===== src/fuzzy_match_best_word_assert.svh =====
// assertion macros shared by the fuzzy word matcher
// needs a clock and an active-low reset in scope of the user
`ifndef FUZZY_MATCH_BEST_WORD_ASSERT_SVH
`define FUZZY_MATCH_BEST_WORD_ASSERT_SVH

// same-cycle implication
`define FMBW_ASSERT_IMP(lbl, clk, rst_n, ante, cons, msg) \
  lbl: assert property (@(posedge clk) disable iff (!rst_n) (ante) |-> (cons)) \
    else $error(msg);

// next-cycle implication
`define FMBW_ASSERT_NXT(lbl, clk, rst_n, ante, cons, msg) \
  lbl: assert property (@(posedge clk) disable iff (!rst_n) (ante) |=> (cons)) \
    else $error(msg);

`endif


===== src/fmbw_pkg.sv =====
// shared types, constants and the per-byte scoring function
// of the fuzzy word matcher; no dependencies
package fmbw_pkg;

  localparam int QueryMax = 64;
  localparam int WordMax  = 64;
  localparam int WordsMax = 1024;

  localparam int QAddrW = $clog2(QueryMax);
  localparam int QLenW  = $clog2(QueryMax + 1);
  localparam int WLenW  = $clog2(WordMax + 1);
  localparam int IdxW   = $clog2(WordsMax);
  localparam int ScoreW = 11;
  localparam int PenW   = 5;

  localparam logic [7:0] CaseMask = 8'hDF;
  localparam logic [7:0] SepMax   = 8'd32;

  localparam int MatchFirst = 10;
  localparam int MatchRun   = 5;
  localparam int PenStep    = 3;
  localparam int PenFloor   = -9;
  localparam logic signed [ScoreW-1:0] ScoreFloor = ScoreW'(-1015);

  typedef enum logic [1:0] {
    ACT_QUERY = 2'd0,
    ACT_WORD  = 2'd1,
    ACT_CLEAR = 2'd2
  } action_e;

  // per-request control from the input stage
  typedef struct packed {
    logic append;
    logic clear;
    logic word_byte;
    logic word_end;
    logic last_word;
  } ctrl_t;

  // state touched by scoring one byte
  typedef struct packed {
    logic [QLenW-1:0]         ptr;
    logic [7:0]               prev;
    logic                     consec;
    logic signed [ScoreW-1:0] score;
    logic signed [PenW-1:0]   pen;
  } score_st_t;

  function automatic score_st_t score_step(score_st_t st, logic [7:0] c, logic [7:0] nxt,
                                           logic [7:0] q, logic [QLenW-1:0] qlen);
    score_st_t                r;
    logic                     leading;
    logic                     sep;
    logic signed [ScoreW-1:0] gain;
    logic signed [PenW:0]     pen_m;
    r       = st;
    leading = c[6] & ~nxt[6];
    sep     = st.prev[7] | (st.prev <= SepMax);
    gain    = '0;
    pen_m   = (PenW+1)'(st.pen) - (PenW+1)'(PenStep);
    if (st.ptr < qlen) begin
      if ((c & CaseMask) == (q & CaseMask)) begin
        if (sep || leading) begin
          gain = ScoreW'(MatchFirst);
        end else if (st.consec) begin
          gain = ScoreW'(MatchRun);
        end
        r.consec = 1'b1;
        r.score  = st.score + gain;
        r.ptr    = st.ptr + QLenW'(1);
      end else begin
        r.consec = 1'b0;
        if (st.score > ScoreFloor) begin
          r.score = st.score - ScoreW'(1);
        end
        if (leading) begin
          if (pen_m < (PenW+1)'(PenFloor)) begin
            r.pen = PenW'(PenFloor);
          end else begin
            r.pen = pen_m[PenW-1:0];
          end
        end
      end
      r.prev = c;
    end
    return r;
  endfunction

endpackage


===== src/fmbw_qmem.sv =====
// query store: one write port, two registered read ports with write bypass
// depends on fmbw_pkg
module fmbw_qmem (
  input  logic                      clk_i,
  input  logic                      rst_ni,
  input  fmbw_pkg::ctrl_t           ctrl_i,
  input  logic [7:0]                wdata_i,
  input  logic [fmbw_pkg::QLenW-1:0] rptr_i,
  output logic [7:0]                rd0_o,
  output logic [7:0]                rd1_o,
  output logic [fmbw_pkg::QLenW-1:0] qlen_o
);

  logic [7:0]                 mem [fmbw_pkg::QueryMax];
  logic [fmbw_pkg::QLenW-1:0] qlen_q, qlen_d;
  logic                       we;
  logic [fmbw_pkg::QAddrW-1:0] waddr, raddr0, raddr1;
  logic [7:0]                 rd0_q, rd1_q;

  assign we     = ctrl_i.append && (qlen_q < fmbw_pkg::QLenW'(fmbw_pkg::QueryMax));
  assign waddr  = qlen_q[fmbw_pkg::QAddrW-1:0];
  assign raddr0 = rptr_i[fmbw_pkg::QAddrW-1:0];
  assign raddr1 = raddr0 + fmbw_pkg::QAddrW'(1);

  always_comb begin
    qlen_d = qlen_q;
    if (ctrl_i.clear) begin
      qlen_d = '0;
    end else if (we) begin
      qlen_d = qlen_q + fmbw_pkg::QLenW'(1);
    end
  end

  always_ff @(posedge clk_i or negedge rst_ni) begin
    if (!rst_ni) begin
      qlen_q <= '0;
    end else begin
      qlen_q <= qlen_d;
    end
  end

  always_ff @(posedge clk_i) begin
    if (we) begin
      mem[waddr] <= wdata_i;
    end
  end

  // read with write-first bypass
  always_ff @(posedge clk_i) begin
    if (we && (waddr == raddr0)) begin
      rd0_q <= wdata_i;
    end else begin
      rd0_q <= mem[raddr0];
    end
    if (we && (waddr == raddr1)) begin
      rd1_q <= wdata_i;
    end else begin
      rd1_q <= mem[raddr1];
    end
  end

  assign rd0_o  = rd0_q;
  assign rd1_o  = rd1_q;
  assign qlen_o = qlen_q;

endmodule


===== src/fmbw_word.sv =====
// per-word scoring state: held-back byte, query pointer, score and penalty
// depends on fmbw_pkg
module fmbw_word (
  input  logic                             clk_i,
  input  logic                             rst_ni,
  input  fmbw_pkg::ctrl_t                  ctrl_i,
  input  logic [7:0]                       byte_i,
  input  logic [7:0]                       rd0_i,
  input  logic [7:0]                       rd1_i,
  input  logic [fmbw_pkg::QLenW-1:0]       qlen_i,
  output logic [fmbw_pkg::QLenW-1:0]       ptr_d_o,
  output logic signed [fmbw_pkg::ScoreW-1:0] total_o,
  output logic [fmbw_pkg::WLenW-1:0]       wlen_o
);

  fmbw_pkg::score_st_t        st_q, st_d, st1, st2;
  logic [7:0]                 pend_q, pend_d;
  logic                       pend_vld_q, pend_vld_d;
  logic [fmbw_pkg::WLenW-1:0] wlen_q, wlen_d, wlen_inc;
  logic [7:0]                 q_b;

  // held byte first, then the current byte if it closes the word
  always_comb begin
    st1 = st_q;
    if (pend_vld_q) begin
      st1 = fmbw_pkg::score_step(st_q, pend_q, byte_i, rd0_i, qlen_i);
    end
    q_b = (st1.ptr != st_q.ptr) ? rd1_i : rd0_i;
    st2 = fmbw_pkg::score_step(st1, byte_i, 8'd0, q_b, qlen_i);
  end

  assign wlen_inc = (wlen_q < fmbw_pkg::WLenW'(fmbw_pkg::WordMax)) ?
                    wlen_q + fmbw_pkg::WLenW'(1) : wlen_q;

  always_comb begin
    st_d       = st_q;
    pend_d     = pend_q;
    pend_vld_d = pend_vld_q;
    wlen_d     = wlen_q;
    if (ctrl_i.clear || ctrl_i.word_end) begin
      st_d       = '0;
      pend_d     = '0;
      pend_vld_d = 1'b0;
      wlen_d     = '0;
    end else if (ctrl_i.word_byte) begin
      st_d       = st1;
      pend_d     = byte_i;
      pend_vld_d = 1'b1;
      wlen_d     = wlen_inc;
    end
  end

  always_ff @(posedge clk_i or negedge rst_ni) begin
    if (!rst_ni) begin
      st_q       <= '0;
      pend_q     <= '0;
      pend_vld_q <= 1'b0;
      wlen_q     <= '0;
    end else begin
      st_q       <= st_d;
      pend_q     <= pend_d;
      pend_vld_q <= pend_vld_d;
      wlen_q     <= wlen_d;
    end
  end

  assign ptr_d_o = st_d.ptr;
  assign total_o = st2.score + fmbw_pkg::ScoreW'(st2.pen);
  assign wlen_o  = wlen_inc;

endmodule


===== src/fmbw_best.sv =====
// best-word tracker and word index counter
// depends on fmbw_pkg
module fmbw_best (
  input  logic                               clk_i,
  input  logic                               rst_ni,
  input  fmbw_pkg::ctrl_t                    ctrl_i,
  input  logic signed [fmbw_pkg::ScoreW-1:0] total_i,
  input  logic [fmbw_pkg::WLenW-1:0]         wlen_i,
  output logic [fmbw_pkg::IdxW-1:0]          word_index_o,
  output logic [fmbw_pkg::IdxW-1:0]          best_index_o,
  output logic                               best_found_o
);

  logic [fmbw_pkg::IdxW-1:0]          idx_q, idx_d;
  logic signed [fmbw_pkg::ScoreW-1:0] bscore_q, bscore_d, bscore_upd;
  logic [fmbw_pkg::IdxW-1:0]          bword_q, bword_d, bword_upd;
  logic [fmbw_pkg::WLenW-1:0]         blen_q, blen_d, blen_upd;
  logic                               bvld_q, bvld_d, bvld_upd;
  logic                               keep;

  // ties keep a strictly shorter valid best
  always_comb begin
    bscore_upd = bscore_q;
    bword_upd  = bword_q;
    blen_upd   = blen_q;
    bvld_upd   = bvld_q;
    keep       = (total_i == bscore_q) && bvld_q && (blen_q < wlen_i);
    if (total_i >= bscore_q) begin
      if (!keep) begin
        bword_upd = idx_q;
        blen_upd  = wlen_i;
      end
      bscore_upd = total_i;
      bvld_upd   = 1'b1;
    end
  end

  always_comb begin
    idx_d    = idx_q;
    bscore_d = bscore_q;
    bword_d  = bword_q;
    blen_d   = blen_q;
    bvld_d   = bvld_q;
    if (ctrl_i.clear || (ctrl_i.word_end && ctrl_i.last_word)) begin
      idx_d    = '0;
      bscore_d = '0;
      bword_d  = '0;
      blen_d   = '0;
      bvld_d   = 1'b0;
    end else if (ctrl_i.word_end) begin
      if (idx_q < fmbw_pkg::IdxW'(fmbw_pkg::WordsMax - 1)) begin
        idx_d = idx_q + fmbw_pkg::IdxW'(1);
      end
      bscore_d = bscore_upd;
      bword_d  = bword_upd;
      blen_d   = blen_upd;
      bvld_d   = bvld_upd;
    end
  end

  always_ff @(posedge clk_i or negedge rst_ni) begin
    if (!rst_ni) begin
      idx_q    <= '0;
      bscore_q <= '0;
      bword_q  <= '0;
      blen_q   <= '0;
      bvld_q   <= 1'b0;
    end else begin
      idx_q    <= idx_d;
      bscore_q <= bscore_d;
      bword_q  <= bword_d;
      blen_q   <= blen_d;
      bvld_q   <= bvld_d;
    end
  end

  assign word_index_o = idx_q;
  assign best_index_o = bword_upd;
  assign best_found_o = bvld_upd;

endmodule


===== src/fuzzy_match_best_word.sv =====
// fuzzy word matcher top level: a word-end request loads the result register
// throughput one request per cycle while the result side takes results
// one input register, one scoring pass, one result register
// async active-low reset clears all control and search state and empties the query
// query bytes stored before reset are lost; no clearing pass is needed
// depends on fmbw_pkg, fmbw_qmem, fmbw_word, fmbw_best and the assertion header
`include "fuzzy_match_best_word_assert.svh"

module fuzzy_match_best_word (
  input  logic        clk_i,
  input  logic        rst_ni,
  input  logic        s_axis_tvalid,
  output logic        s_axis_tready,
  input  logic [7:0]  s_axis_tdata,   // [7:0] data_byte
  input  logic [2:0]  s_axis_tuser,   // [1:0] action, [2] last_word
  input  logic        s_axis_tlast,   // last_char
  output logic        m_axis_tvalid,
  input  logic        m_axis_tready,
  output logic [31:0] m_axis_tdata,   // [9:0] word_index, [20:10] word_score,
                                      // [30:21] best_index, [31] best_found
  output logic        m_axis_tlast    // search_done
);

  // input register
  logic       in_vld_q, in_vld_d;
  logic [1:0] in_act_q;
  logic [7:0] in_byte_q;
  logic       in_lc_q, in_lw_q;
  logic       advance;

  // result register
  logic                               out_vld_q, out_vld_d;
  logic [fmbw_pkg::IdxW-1:0]          out_widx_q;
  logic signed [fmbw_pkg::ScoreW-1:0] out_score_q;
  logic [fmbw_pkg::IdxW-1:0]          out_bidx_q;
  logic                               out_bfound_q;
  logic                               out_done_q;

  fmbw_pkg::ctrl_t                    ctrl;
  logic [7:0]                         rd0, rd1;
  logic [fmbw_pkg::QLenW-1:0]         qlen, ptr_d;
  logic signed [fmbw_pkg::ScoreW-1:0] total;
  logic [fmbw_pkg::WLenW-1:0]         wlen;
  logic [fmbw_pkg::IdxW-1:0]          word_index, best_index;
  logic                               best_found;

  // the held request moves on when the result slot is free or being drained
  assign advance       = in_vld_q && (!out_vld_q || m_axis_tready);
  assign s_axis_tready = !in_vld_q || advance;

  always_comb begin
    in_vld_d = in_vld_q;
    if (s_axis_tvalid && s_axis_tready) begin
      in_vld_d = 1'b1;
    end else if (advance) begin
      in_vld_d = 1'b0;
    end
  end

  always_ff @(posedge clk_i or negedge rst_ni) begin
    if (!rst_ni) begin
      in_vld_q <= 1'b0;
    end else begin
      in_vld_q <= in_vld_d;
    end
  end

  always_ff @(posedge clk_i) begin
    if (s_axis_tvalid && s_axis_tready) begin
      in_act_q  <= s_axis_tuser[1:0];
      in_byte_q <= s_axis_tdata;
      in_lc_q   <= s_axis_tlast;
      in_lw_q   <= s_axis_tuser[2];
    end
  end

  // decode the held request; the unused action code does nothing
  always_comb begin
    ctrl           = '0;
    ctrl.last_word = in_lw_q;
    if (advance) begin
      unique case (in_act_q)
        fmbw_pkg::ACT_QUERY: ctrl.append = 1'b1;
        fmbw_pkg::ACT_CLEAR: ctrl.clear = 1'b1;
        fmbw_pkg::ACT_WORD: begin
          ctrl.word_byte = 1'b1;
          ctrl.word_end  = in_lc_q;
        end
        default: ctrl = '0;
      endcase
    end
  end

  // query store, read at the pointer the word logic will hold next cycle
  fmbw_qmem u_qmem (
    .clk_i   (clk_i),
    .rst_ni  (rst_ni),
    .ctrl_i  (ctrl),
    .wdata_i (in_byte_q),
    .rptr_i  (ptr_d),
    .rd0_o   (rd0),
    .rd1_o   (rd1),
    .qlen_o  (qlen)
  );

  // word scoring: each byte is held one request so its successor is known
  fmbw_word u_word (
    .clk_i   (clk_i),
    .rst_ni  (rst_ni),
    .ctrl_i  (ctrl),
    .byte_i  (in_byte_q),
    .rd0_i   (rd0),
    .rd1_i   (rd1),
    .qlen_i  (qlen),
    .ptr_d_o (ptr_d),
    .total_o (total),
    .wlen_o  (wlen)
  );

  // best word across the list
  fmbw_best u_best (
    .clk_i        (clk_i),
    .rst_ni       (rst_ni),
    .ctrl_i       (ctrl),
    .total_i      (total),
    .wlen_i       (wlen),
    .word_index_o (word_index),
    .best_index_o (best_index),
    .best_found_o (best_found)
  );

  // result register, loaded only at a word end
  always_comb begin
    out_vld_d = out_vld_q;
    if (ctrl.word_end) begin
      out_vld_d = 1'b1;
    end else if (m_axis_tready) begin
      out_vld_d = 1'b0;
    end
  end

  always_ff @(posedge clk_i or negedge rst_ni) begin
    if (!rst_ni) begin
      out_vld_q <= 1'b0;
    end else begin
      out_vld_q <= out_vld_d;
    end
  end

  always_ff @(posedge clk_i) begin
    if (ctrl.word_end) begin
      out_widx_q   <= word_index;
      out_score_q  <= total;
      out_bidx_q   <= best_index;
      out_bfound_q <= best_found;
      out_done_q   <= in_lw_q;
    end
  end

  assign m_axis_tvalid = out_vld_q;
  assign m_axis_tdata  = {out_bfound_q, out_bidx_q, out_score_q, out_widx_q};
  assign m_axis_tlast  = out_done_q;

  `FMBW_ASSERT_IMP(a_qlen_cap, clk_i, rst_ni, 1'b1,
                   qlen <= fmbw_pkg::QLenW'(fmbw_pkg::QueryMax), "query length over capacity")
  `FMBW_ASSERT_NXT(a_word_end_result, clk_i, rst_ni, ctrl.word_end, m_axis_tvalid,
                   "word end without a result")
  `FMBW_ASSERT_IMP(a_nonneg_found, clk_i, rst_ni, out_vld_q && !out_score_q[fmbw_pkg::ScoreW-1],
                   out_bfound_q, "nonnegative score but no best word")

endmodule


===== config.mk =====
export PLATFORM = sky130hd
export DESIGN_NAME = fuzzy_match_best_word
export DESIGN_NICKNAME = d
export VERILOG_FILES = /design/src/fmbw_pkg.sv /design/src/fmbw_qmem.sv /design/src/fmbw_word.sv /design/src/fmbw_best.sv /design/src/fuzzy_match_best_word.sv
export VERILOG_INCLUDE_DIRS = /design/src /design/src/src
export SDC_FILE = /design/constraint.sdc
export NUM_CORES = 1
export LEC_CHECK = 0
export BUFFER_PORTS_ARGS = -buffer_cell sky130_fd_sc_hd__buf_4
export CAP_MARGIN = 20
export CORE_MARGIN = 2
export CORE_UTILIZATION = 60
export CTS_CLUSTER_SIZE = 12
export DETAILED_ROUTE_END_ITERATION = 16
export PLACE_DENSITY = 0.76
export SLEW_MARGIN = 20
export SYNTH_ARGS = -nofsm -noshare
export SYNTH_HDL_FRONTEND = slang
export SYNTH_HIERARCHICAL = 1
export SYNTH_SLANG_ARGS = --single-unit

===== constraint.sdc =====
create_clock -name clk_i -period 11.4 [get_ports clk_i]
set_clock_uncertainty 0.2 [all_clocks]
set_input_delay 2.85 -clock clk_i [delete_from_list [all_inputs] [get_ports clk_i]]
set_output_delay 2.85 -clock clk_i [all_outputs]
set_load 0.01 [all_outputs]

Word-level counts from Yosys, hierarchy flattened --
Memories as Yosys holds them, arrays and structs flattened. A register that Yosys moved wholly into a read port is not among the register bits. Cells that the tools add are included.
Cells by class: bitwise gates (word level) 4, equality and inequality tests 7, magnitude comparators 13, reductions and logical operators 26, mux-type cells 63, $add $sub $neg 12
Operators with widths (number):
- 2-to-1 mux 11 bit | 13
- 2-to-1 mux 32 bit | 4
- 2-to-1 mux 10 bit | 7
- 2-to-1 mux 7 bit | 10
- 2-to-1 mux 5 bit | 7
- 2-to-1 mux 8 bit | 3
- adder 11 bit | 2
- > comparator 11 bit, second input constant | 2
- subtractor 11 x 2 -> 11 bit, second input constant | 2
- adder 7 x 1 -> 7 bit, second input constant | 3
- less-than comparator 7 bit | 3
- <= comparator 8 x 6 -> 1 bit, second input constant | 2
- 2-to-1 mux 16 bit | 1
- == test 7 bit | 2
- less-than comparator 7 bit, second input constant | 2
- 2-to-1 mux 1 bit | 14
- nonzero test 2 bit | 7
- less-than comparator 6 x 5 -> 1 bit, second input constant | 2
- 2-to-1 mux 12 bit | 1
- subtractor 5 x 3 -> 6 bit, second input constant | 2
- adder 11 x 5 -> 11 bit | 1
- == test 11 bit | 1
- >= comparator 11 bit | 1
- adder 10 x 1 -> 10 bit, second input constant | 1
- 18 further kinds | 32
Word-level totals: output and inout bits 35, bits in writable memories 512, flip-flop bits (word level) 141, memories kept 1, bits of input ports 16
Memories:
- u_qmem.mem | depth 64, width 8, read ports 2, clocked after memory_dff 2, write ports 1, RTL line fmbw_qmem.sv:14 | logic [7:0] mem [fmbw_pkg::QueryMax];

Logic depth before layout (Yosys ltp) --
depth after elaboration 28, gate-level depth with buffers 45, gate-level depth less buffers 38

Hierarchy --
The synthesis kept the hierarchy.
By module, submodules not included:
- fmbw_qmem | area each 24678.7 µm², instances 1, sequential area each 15790.1 µm², cells each 1252
- fmbw_word | area each 5215.0 µm², instances 1, sequential area each 1201.2 µm², cells each 641
- fmbw_best | area each 2337.2 µm², instances 1, sequential area each 975.9 µm², cells each 260
- fuzzy_match_best_word | area each 1506.4 µm², instances 1, sequential area each 1401.3 µm², cells each 61

Worst setup path before layout --
Ideal clock, no wire load.
kind register -> register, start point register with a tool-made name, end point register out_bidx_q[0] (netlist bit) (data pin), setup time 0.260 ns, stages on the path, launching flop included 43, clock period less this slack 8.967 ns, setup slack 2.433 ns, arrival 8.507 ns, cells stage by stage dfxtp_1 > buf_4 > buf_2 > buf_2 > mux4_2 > a221oi_1 > o21ai_1 > a32o_1 > xor2_1 > nor4_4 > and2_1 > buf_4 > buf_4 > nand2_1 > nand2_1 > nand2_1 > ha_1 > o21ai_0 > [7 not listed] > fa_1 > a21o_1 > a21oi_1 > o21bai_1 > a21oi_1 > o21ai_0 > a21o_1 > a21oi_1 > xor2_1 > xnor2_1 > xnor2_1 > ha_1 > nand3_2 > a2111oi_2 > a211oi_1 > and3_4 > nor3_4 > mux2_2
RTL lines:
- to (signal assigned) | RTL line fuzzy_match_best_word.sv:154 | out_bidx_q <= best_index;
- to (decl) | RTL line fuzzy_match_best_word.sv:35 | logic [fmbw_pkg::IdxW-1:0] out_bidx_q;

==> summary.txt <==
Placement
  – Routability congestion estimate: roughly 0.98
  – HPWL after detailed placement: a little over 50 mm
  – Port Buffers: 50
  – # placed instances: around 2700

GRT
  – Antenna violations before repair: 0
  – First-pass GRT wire length: between 100 and 150 mm
  – Gr ovfl total: 0
  – Total GRT Usage: 0.296
  – Vias in the first global route: 19500
  – Largest net degree at the start of global routing: 70

Worst setup path
  – CP Capture Type: flip-flop
  – Worst Path Required: 11580 ps
  – Slowest cell on the critical path: mux4_2
  – Worst Reg-to-Reg Cells: 38
  – Crit-path leading delay family: compound AO/OA/AOI/OAI gates
  – FF-to-FF setup slack: roughly 720 ps
  – Max incr delay on CP: about 570 ps
  – Critical path fanouts, max: 37
  – Critical Path Start Type: flip-flop
  – CP Class: flip-flop to flip-flop
  – Data arrival time of the critical path: around 11000 ps
  – CP Buf/Inv Count: 2
  – Cell depth of the worst setup path: 38
  – RR Endpoint: out_bidx_q[8]
  – Cell mode on critical path: a21oi_1

Clock tree
  – Cts hold-fix bufs: 0
  – TritonCTS clock tree: built
  – Setup Buffers After CTS: 0
  – CTS Buffer Depth: 3
  – Clock-pin transition on the worst setup and hold timing paths: roughly 60 ps
  – Num CTS Buffers: a little over 60
  – CTS H-tree lvls: 2
  – TritonCTS Sinks: between 600 and 700
  – Post-cts repair resize count: 0
  – CTS root buffer: clkbuf_16
  – Clk Latency, worst-skew pair: ~640 ps

STA
  – Slew Limit Fails: 0
  – Worst slew margin: 0.289
  – TNS Setup: 0 ps
  – Number of setup violations in the final report: 0
  – Tightest Pin Transition: between 1000 and 1500 ps
  – Period utilization: 0.937
  – Final Hold Vio Count: 0
  – Tmin final: approximately 11000 ps
  – Unrepaired setup endpoints after global routing: false
  – Fmax achieved: roughly 0.094 GHz

Synth
  – Mapped Avg Cell Area: ~15 um2
  – Synthesis warning total: 6
  – Mapped Area: 0.0308 mm2
  – Post-Syn Nets: between 2000 and 2500
  – Gate Count Post-Synth: approximately 2100

Final layout
  – Fillers: roughly 3500
  – Area occupied by multi-input gates: between 0.01 and 0.015 mm2
  – Area growth syn-to-layout: 8.63%
  – Post-layout util: 0.656
  – Fin cells: 2810
  – Total area of sequential cells: roughly 0.017 mm2
  – Antenna diodes: 0
  – Share of layout cells above drive strength 1: 0.224
  – Most frequent cells in the layout: 493 x edfxtp_1, 231 x mux4_2, 161 x nor2_1
  – Commonest non-fill, non-tap cell in the layout: edfxtp_1
  – Total Nets Final: ~2200

Die
  – Core Area: ~0.05 mm2
  – FP Rows: 83
  – Starting Density: 0.604
  – Total die area: between 0.05 and 0.06 mm2
  – Die Span X: 231 um
  – Die Y: ~230 um
  – # IOs: 51

Hold path
  – WHS Endpoint: m_axis_tlast
  – Min-Delay Path Class: flip-flop to flip-flop
  – Worst Min Path Start: in_lw_q
  – Worst hold path depth: 0

Power and ir drop
  – Sw Pwr: 1.95 mW
  – Total Power: about 6.2 mW
  – Switching Share: 0.314
  – Max VDD drop: approximately 0.00024 V
  – Register share of total power: 0.414
  – Clk pwr share: 0.303
  – Power per cell area: between 150 and 200 mW/mm2
  – P_int: 4.27 mW
  – Combinational power share: 0.283
  – Leakage: around 11 nW

Routing
  – DRC: 0
  – Via density: between 7 and 8
  – Via Count: between 15000 and 20000
  – WL/cell: ~28 um
  – DR iter-0 viols: between 2000 and 3000
  – DRT Wirelength: 77.8 mm
  – TritonRoute pass-1 iters: 7
  – Routed Antenna Nets: 0

Run
  – MaxCap Viol Count: 0

Run status
  – Status: finished clean
==> through the flow <==
stage	cell area (um2)	hold WS [ps]	worst slack, ps
2_1_floorplan	30800	224	2450
3_3_place_gp	31600	242	1140
3_5_place_dp	31600	263	862
4_1_cts	33500	277	828
5_1_grt	33500	288	33.7
6_report	33500	284	719
==> worst max path at each step <==
stage / from / to / slack, ps
after CTS: flip-flop / out_bidx_q[8] / 830
after floorplan: flip-flop / out_bidx_q[0] / 2450
after global placement: flip-flop / out_bidx_q[8] / 1140
after global routing: flip-flop / out_bidx_q[2] / 30
final: flip-flop / out_bidx_q[8] / 720
after detailed placement: flip-flop / out_bidx_q[8] / 860
==> worst reg2reg max path: cells and delay by family, from the launching register on <==
family          cells  cell delay, ps
mux                 2            1000
buf+inv             2             370
fa+ha+maj           4            1340
xor+xnor            5             860
simple gates       10            2710
flops               1             490
compound gates     15            3460
==> per-layer routing <==
layer | vias to the layer above | share of wire | global-route usage
li1 | 8281 | - | -
met1 | 10100 | 0.39 | 0.425
met2 | 1173 | 0.47 | 0.455
met3 | 173 | 0.11 | 0.0647
met4 | 0 | 0.033 | 0.102
met5 | - | 0 | 0
==> flip-flops by register name, summed over array words and instances (netlist names), 2 cells and up, named ones only <==
signal / count
in_act_q: 2
out_score_q: 11
u_word/wlen_q: 7
u_qmem/qlen_o: 7
u_best/bword_q: 10
in_byte_q: 8
u_word/pend_q: 8
u_best/blen_q: 7
u_best/bscore_q: 11
out_bidx_q: 10
u_best/word_index_o: 10
u_word/st_q: 32
u_qmem/mem: 448
out_widx_q: 10
==> power by group through the flow <==
stage | clock (mW) | combinational, mW | sequential [mW]
6_report | 1.88 | 1.76 | 2.58
5_1_grt | 1.99 | 1.92 | 2.58
4_1_cts | 1.90 | 1.74 | 2.57
3_5_place_dp | 0 | 1.72 | 2.62
3_3_place_gp | 0 | 1.68 | 2.61
2_1_floorplan | 0 | 1.35 | 2.57
==> area by class of cell <==
cell class / count / area share
flip-flops and latches: 601 / 0.521
multi-input cells: 1268 / 0.369
clock buffers: 98 / 0.0518
well taps: 680 / 0.0254
repair buffers: 91 / 0.0219
inverters: 58 / 0.00650
clock inverters: 14 / 0.00392
Note: power is estimated with default switching activity, not from simulation.
